$ cat config.mk
export PLATFORM = sky130hd
export DESIGN_NAME = es2u_civil
export DESIGN_NICKNAME = d
export VERILOG_FILES = /design/src/es2u_pkg.sv /design/src/es2u_civil.sv
export SDC_FILE = /design/constraint.sdc
export NUM_CORES = 2
export LEC_CHECK = 0
export BUFFER_PORTS_ARGS = -buffer_cell sky130_fd_sc_hd__buf_2
export CAP_MARGIN = 5
export CORE_MARGIN = 5
export CORE_UTILIZATION = 50
export DETAILED_ROUTE_END_ITERATION = 16
export HOLD_SLACK_MARGIN = 0.1
export PLACE_DENSITY = 0.63
export SETUP_SLACK_MARGIN = 0.4
export SYNTH_ARGS = -nofsm -noshare
export SYNTH_HDL_FRONTEND = slang
export SYNTH_SLANG_ARGS = --single-unit
$ cat constraint.sdc
create_clock -name clk -period 8.7 [get_ports clk]
set_clock_uncertainty 0.05 [all_clocks]
set_input_delay 0.435 -clock clk [delete_from_list [all_inputs] [get_ports clk]]
set_output_delay 0.435 -clock clk [all_outputs]
set_load 0.005 [all_outputs]
$ cat src/es2u_pkg.sv
// ----------------------------------------------------------------------------
// es2u_pkg
// Constants, reciprocals and types shared by the epoch-to-calendar pipeline.
// ----------------------------------------------------------------------------
package es2u_pkg;

  // seconds per day is 128 * 675
  localparam int unsigned D675 = 675;
  localparam logic [17:0] M675 = 18'((64'd1 << 27) / 64'd675);
  localparam logic signed [63:0] E_LIM = 64'sd675 <<< 47;
  localparam logic [63:0] U_BIAS = 64'd675 << 40;

  // days in a 400-year era
  localparam int unsigned D_ERA = 146097;
  localparam logic [14:0] M_ERA = 15'((64'd1 << 32) / 64'd146097);
  localparam logic [41:0] Z_BIAS =
    42'((64'd146097 << 23) - (64'd1 << 40) + 64'd719468);
  localparam logic [25:0] ERA_BIAS = 26'(64'd1 << 23);

  localparam int unsigned D1460 = 1460;
  localparam logic [7:0] M1460 = 8'((64'd1 << 18) / 64'd1460);
  localparam int unsigned D7 = 7;
  localparam logic [15:0] M7 = 16'((64'd1 << 18) / 64'd7);
  localparam int unsigned D365 = 365;
  localparam logic [9:0] M365 = 10'((64'd1 << 18) / 64'd365);
  localparam int unsigned D36524 = 36524;
  localparam int unsigned D146096 = 146096;

  localparam int unsigned D3600 = 3600;
  localparam logic [5:0] M3600 = 6'((64'd1 << 17) / 64'd3600);
  localparam int unsigned D60 = 60;
  localparam logic [6:0] M60 = 7'((64'd1 << 12) / 64'd60);

  localparam int unsigned YEAR_BASE = 1900;

  localparam int CIV_STAGES = 14;
  localparam int TOD_DLY = CIV_STAGES - 3;
  localparam int PIPE_DEPTH = CIV_STAGES + 9;

  typedef struct packed {
    logic signed [35:0] year;
    logic [3:0]         month;
    logic [4:0]         dom;
    logic [2:0]         wd;
    logic [8:0]         doy;
  } date_t;

  // first day of each month, year starting on March 1
  function automatic logic [8:0] march_start(input logic [3:0] mp);
    logic [8:0] v;
    case (mp)
      4'd0:    v = 9'd0;
      4'd1:    v = 9'd31;
      4'd2:    v = 9'd61;
      4'd3:    v = 9'd92;
      4'd4:    v = 9'd122;
      4'd5:    v = 9'd153;
      4'd6:    v = 9'd184;
      4'd7:    v = 9'd214;
      4'd8:    v = 9'd245;
      4'd9:    v = 9'd275;
      4'd10:   v = 9'd306;
      4'd11:   v = 9'd337;
      default: v = 9'd0;
    endcase
    return v;
  endfunction

endpackage

$ cat src/es2u_civil.sv
// ----------------------------------------------------------------------------
// es2u_civil
// Pipelined biased day count to year, month, day, weekday and day of year.
// ----------------------------------------------------------------------------
module es2u_civil (
  input  logic              clk,
  input  logic              adv,
  input  logic [41:0]       z_in,
  output es2u_pkg::date_t   date_out
);

  typedef struct packed {
    logic [2:0]         wd;
    logic signed [35:0] era400;
  } carry_t;

  function automatic logic [13:0] est_era(input logic [31:0] x);
    logic [46:0] p;
    p = 47'(x) * 47'(es2u_pkg::M_ERA);
    return p[45:32];
  endfunction

  function automatic logic [31:0] fix_era(input logic [31:0] x, input logic [13:0] q);
    logic [31:0] r;
    r = x - 32'(q) * 32'(es2u_pkg::D_ERA);
    if (r >= 32'(es2u_pkg::D_ERA)) return {q + 14'd1, 18'(r - 32'(es2u_pkg::D_ERA))};
    else return {q, 18'(r)};
  endfunction

  logic [31:0] c1_x_r, c3_x_r, c5_x_r;
  logic [13:0] c1_q_r, c3_q_r, c5_q_r;
  logic [27:0] c1_lo_r;
  logic [17:0] c2_r_r, c4_r_r;
  logic [27:0] c2_lo_r;
  logic [13:0] c3_lo_r, c4_lo_r;
  logic [13:0] c4_q1_r, c5_q1_r;
  logic [17:0] c6_doe_r;
  logic [25:0] c6_era_r;
  logic [31:0] f2_nxt, f4_nxt, f6_nxt;

  logic [17:0] c7_doe_r;
  logic signed [25:0] c7_era_r;
  logic [7:0]  c7_q1460_r;
  logic [15:0] c7_q7_r;
  logic [2:0]  c7_q36_r;
  logic        c7_q146_r;

  logic [17:0] c8_doe_r;
  logic [7:0]  c8_q1460_r;
  logic [2:0]  c8_q36_r;
  logic        c8_q146_r;
  carry_t      cr_r [6];

  logic [17:0] c9_n_r, c9_doe_r;
  logic [17:0] c10_n_r, c10_doe_r;
  logic [9:0]  c10_q_r;
  logic [8:0]  c11_yoe_r;
  logic [17:0] c11_doe_r;
  logic [8:0]  c12_doy_r, c12_yoe_r;
  logic [3:0]  c13_mp_r;
  logic [8:0]  c13_doy_r, c13_yoe_r;
  es2u_pkg::date_t date_r;

  logic [7:0]  q1460_nxt;
  logic [2:0]  wd_nxt;
  logic signed [35:0] era400_nxt;
  logic [9:0]  yoe_nxt;
  logic [8:0]  doy_nxt;
  logic [3:0]  mp_nxt;
  es2u_pkg::date_t date_nxt;

  assign f2_nxt = fix_era(c1_x_r, c1_q_r);
  assign f4_nxt = fix_era(c3_x_r, c3_q_r);
  assign f6_nxt = fix_era(c5_x_r, c5_q_r);

  always_comb begin
    logic [17:0] r18;
    logic [17:0] r7;
    logic [2:0]  t7;
    logic signed [35:0] e36;
    r18 = c7_doe_r - 18'(c7_q1460_r) * 18'(es2u_pkg::D1460);
    q1460_nxt = (r18 >= 18'(es2u_pkg::D1460)) ? c7_q1460_r + 8'd1 : c7_q1460_r;
    r7 = c7_doe_r - 18'(c7_q7_r) * 18'(es2u_pkg::D7);
    t7 = (r7 >= 18'(es2u_pkg::D7)) ? 3'(r7 - 18'(es2u_pkg::D7)) : 3'(r7);
    wd_nxt = (t7 >= 3'd4) ? t7 - 3'd4 : t7 + 3'd3;
    e36 = {{10{c7_era_r[25]}}, c7_era_r};
    era400_nxt = (e36 <<< 8) + (e36 <<< 7) + (e36 <<< 4);
  end

  always_comb begin
    logic [17:0] r;
    r = c10_n_r - 18'(c10_q_r) * 18'(es2u_pkg::D365);
    yoe_nxt = (r >= 18'(es2u_pkg::D365)) ? c10_q_r + 10'd1 : c10_q_r;
  end

  always_comb begin
    logic [1:0]  y100;
    logic [17:0] sub;
    y100 = 2'((c11_yoe_r >= 9'd100) ? 1 : 0) + 2'((c11_yoe_r >= 9'd200) ? 1 : 0)
         + 2'((c11_yoe_r >= 9'd300) ? 1 : 0);
    sub = 18'(c11_yoe_r) * 18'(es2u_pkg::D365) + 18'(c11_yoe_r[8:2]) - 18'(y100);
    doy_nxt = 9'(c11_doe_r - sub);
  end

  always_comb begin
    mp_nxt = 4'd0;
    for (int k = 1; k < 12; k++) begin
      if (es2u_pkg::march_start(4'(k)) <= c12_doy_r) mp_nxt = mp_nxt + 4'd1;
    end
  end

  always_comb begin
    logic       adj;
    logic [8:0] yv;
    logic       leap;
    adj  = (c13_mp_r >= 4'd10);
    yv   = c13_yoe_r + 9'(adj);
    leap = (yv[1:0] == 2'd0) && !(yv == 9'd100 || yv == 9'd200 || yv == 9'd300);
    date_nxt.year  = cr_r[5].era400 + 36'(c13_yoe_r) + 36'(adj);
    date_nxt.month = adj ? c13_mp_r - 4'd10 : c13_mp_r + 4'd2;
    date_nxt.dom   = 5'(c13_doy_r - es2u_pkg::march_start(c13_mp_r) + 9'd1);
    date_nxt.wd    = cr_r[5].wd;
    date_nxt.doy   = adj ? c13_doy_r - 9'd306 : c13_doy_r + 9'd59 + 9'(leap);
  end

  always_ff @(posedge clk) begin
    if (adv) begin
      c1_x_r  <= 32'(z_in[41:28]);
      c1_q_r  <= est_era(32'(z_in[41:28]));
      c1_lo_r <= z_in[27:0];
      // top chunk quotient is always zero, keep the remainder only
      c2_r_r  <= f2_nxt[17:0];
      c2_lo_r <= c1_lo_r;
      c3_x_r  <= {c2_r_r, c2_lo_r[27:14]};
      c3_q_r  <= est_era({c2_r_r, c2_lo_r[27:14]});
      c3_lo_r <= c2_lo_r[13:0];
      c4_r_r  <= f4_nxt[17:0];
      c4_q1_r <= f4_nxt[31:18];
      c4_lo_r <= c3_lo_r;
      c5_x_r  <= {c4_r_r, c4_lo_r};
      c5_q_r  <= est_era({c4_r_r, c4_lo_r});
      c5_q1_r <= c4_q1_r;
      c6_doe_r <= f6_nxt[17:0];
      c6_era_r <= 26'({c5_q1_r, f6_nxt[31:18]});

      c7_doe_r    <= c6_doe_r;
      c7_era_r    <= $signed(c6_era_r - es2u_pkg::ERA_BIAS);
      c7_q1460_r  <= 8'((26'(c6_doe_r) * 26'(es2u_pkg::M1460)) >> 18);
      c7_q7_r     <= 16'((34'(c6_doe_r) * 34'(es2u_pkg::M7)) >> 18);
      c7_q36_r    <= 3'((c6_doe_r >= 18'(es2u_pkg::D36524)) ? 1 : 0)
                   + 3'((c6_doe_r >= 18'(2 * es2u_pkg::D36524)) ? 1 : 0)
                   + 3'((c6_doe_r >= 18'(3 * es2u_pkg::D36524)) ? 1 : 0)
                   + 3'((c6_doe_r >= 18'(es2u_pkg::D146096)) ? 1 : 0);
      c7_q146_r   <= (c6_doe_r == 18'(es2u_pkg::D146096));

      c8_doe_r     <= c7_doe_r;
      c8_q1460_r   <= q1460_nxt;
      c8_q36_r     <= c7_q36_r;
      c8_q146_r    <= c7_q146_r;
      cr_r[0].wd     <= wd_nxt;
      cr_r[0].era400 <= era400_nxt;
      for (int i = 1; i < 6; i++) cr_r[i] <= cr_r[i-1];

      c9_n_r   <= c8_doe_r - 18'(c8_q1460_r) + 18'(c8_q36_r) - 18'(c8_q146_r);
      c9_doe_r <= c8_doe_r;

      c10_n_r   <= c9_n_r;
      c10_doe_r <= c9_doe_r;
      c10_q_r   <= 10'((28'(c9_n_r) * 28'(es2u_pkg::M365)) >> 18);

      c11_yoe_r <= 9'(yoe_nxt);
      c11_doe_r <= c10_doe_r;

      c12_doy_r <= doy_nxt;
      c12_yoe_r <= c11_yoe_r;

      c13_mp_r  <= mp_nxt;
      c13_doy_r <= c12_doy_r;
      c13_yoe_r <= c12_yoe_r;

      date_r <= date_nxt;
    end
  end

  assign date_out = date_r;

endmodule

==> run metrics <==
Setup crit end kind=flop; clock transition at the registers of the reported paths=0.06 ns; Worst Path Required=9.24 ns; hold path endpoint=c1_x_r[7]; global-route wire length before repair=236 mm; most frequent cells in the layout=inv_1, ha_1, fa_1; Max clock buf depth=3; later-pin clock latency in the skew report=0.70 ns; WS Path Type=reg -> reg; Storage cell area=0.0233 mm2; Clock Tree Root=clkbuf_16; mapped cell area=0.0728 mm2; Die W=392 um; max cap viols=0; outcome=finished, final reports clean; Sum Neg Setup Slack=0 ns; Detail Route Antenna Nets=0; DP Area=0.0758 mm2; Vias/cell=5.16; routed via count=43200; Hold Violations, Final=0; commonest non-fill, non-tap cell in the layout=inv_1; RSZ-0062 raised after global routing=false; port buffer count=100; Remaining DRCs=0; initial drt markers=2200; routability congestion estimate=0.883; fill count=12300; area of the multi-input gates=0.0442 mm2; Syn Inst Count=6135; Worst setup SP type=flop; minimum clock period=7.90 ns; crit-path max cell delay=0.51 ns; hold path cells=1; chip height=392 um; post-layout util=54.6%; Main synth FF type=edfxtp_1; CP max FO=8; Yosys top cell by area=edfxtp_1; average cell area after synthesis=11.9 um2; Slew Limit Fails=0; antenna cells=0; Global Route Usage Sum=19.3%; initial antenna violation count=3; R2R depth=31; Yosys reg bits=776; clock sinks=776; pin count of the biggest net entering global routing=166; EDFF count, synth=771; hold_sp=adv; TritonRoute pass-1 iters=5; starting density of the core=50.1%; Ys Warns=0; Yosys top cell area share=31.8%; GRT overflow=0; endpoints failing setup=0; DR WL/cell=17.1 um; worst hold path class=in -> reg; Routed WL=143 mm; Slew headroom=31.0%; number of global-route vias before repair=45000; Slowest-stage cell, CP=edfxtp_1; Synth area leaders=edfxtp_1, fa_1, ha_1; FP Rows=140; most used cell, CP=ha_1; syn_nets=8246; share of async-settable or async-resettable flops after synthesis=0%; die area=0.153 mm2; Layout Nets=8487; Core Box Area=0.145 mm2; total CTS buffers=88; slew at the pin closest to its max-slew limit=1.04 ns; Critical R2R Launch=c12_doy_r[8]; area grow syn2layout=8.87%; worst endpoint data arrival time=8.45 ns; CTS H-tree depth=3; layout cells sized above 1=5.07%; Yosys cell types=86; fmax=127 MHz; detailed placer's ending HPWL=115 mm; Register-to-Register Setup Slack=0.80 ns; Boundary Pins=101; register area share after synthesis=31.9%; TritonCTS clock tree=yes; fin area=0.0792 mm2; Final Cycle Share=90.8%
## worst max path at each step
stage,cells past startpoint,end,start
floorplan,32,flop,c12_doy_r[6]
global placement,32,flop,c12_doy_r[5]
detailed placement,32,flop,c12_doy_r[5]
CTS,32,flop,c12_doy_r[5]
global route,25,c4_r_r[17],c3_q_r[2]
finish,31,flop,c12_doy_r[8]
## routing by layer
layer  up-vias  wire length, um  track usage [%]
li1      21000                -                -
met1     21400            67400             27.7
met2       641            66600             31.5
met3       167             5650             2.68
met4         0             2970             4.17
met5         -                0                0
## critical path, delay by kind of cell (launching register included)
kind	cells	cell delay, ns
xor gates and xnor gates	1	0.21
muxes	6	1.58
DFF	1	0.51
adders and majority gates	10	3.06
and+or+nand+nor	3	0.60
AOI/OAI and AO/OA	9	1.64
buffers and inverters	2	0.13
## cells by family after synthesis
logic type	Yosys count	share of synthesized area (%)
xor gates and xnor gates	314	3.81
muxes	37	0.535
buffers and inverters	1420	7.35
DFF	776	31.9
and+or+nand+nor	790	5.44
adders and majority gates	2067	44.3
AOI/OAI and AO/OA	731	6.62
## stage by stage
stage,hold slack (ns),instances,setup slack [ns]
after global routing,0.166,8364,0.397
final,0.167,8364,0.797
after global placement,0.350,8144,0.812
after detailed placement,0.355,8144,0.632
after floorplan,0.350,6135,1.18
after CTS,0.164,8347,0.561
## sequential cells by signal, indices dropped and copies added, names as in the netlist, 26 cells and up, named ones only
register and cells:
c1_lo_r 28, c2_lo_r 28, c3_x_r 28, c5_x_r 32, c6_era_r 26, c7_era_r 26
cr_r 204, date_out 57
## Yosys cell counts, drive strengths merged, types with 22 or more instances
| master | instances |
|---|---|
| a211oi | 28 |
| a21o | 93 |
| a21oi | 190 |
| a31oi | 24 |
| and3 | 33 |
| clkbuf | 27 |
| edfxtp | 771 |
| fa | 849 |
| ha | 1218 |
| inv | 1383 |
| mux2i | 25 |
| nand2 | 165 |
| nand2b | 37 |
| nand3 | 76 |
| nand4 | 40 |
| nor2 | 203 |
| nor2b | 49 |
| nor3 | 64 |
| o21a | 49 |
| o21ai | 150 |
| o21bai | 22 |
| or3 | 22 |
| xnor2 | 230 |
| xor2 | 83 |
## final cells by class
| cell class | instances | share of cell area [%] |
|---|---|---|
| clock buffer | 105 | 2.91 |
| multi-input combinational | 3939 | 55.8 |
| sequential | 776 | 29.3 |
| timing repair buffer | 188 | 1.63 |
| tap | 1917 | 3.03 |
| clock inverter | 56 | 0.726 |
| inverter | 1383 | 6.55 |
## repair_timing
item	CTS	global route
setup buffers	0	17
endpoints found under the hold margin	42	0
setup endpoints to repair	0	34
resized for setup	0	8
hold buffers	42	0
Power is not shown: default switching activity piles up to over one toggle a cycle in this logic, so the estimate is an artifact.
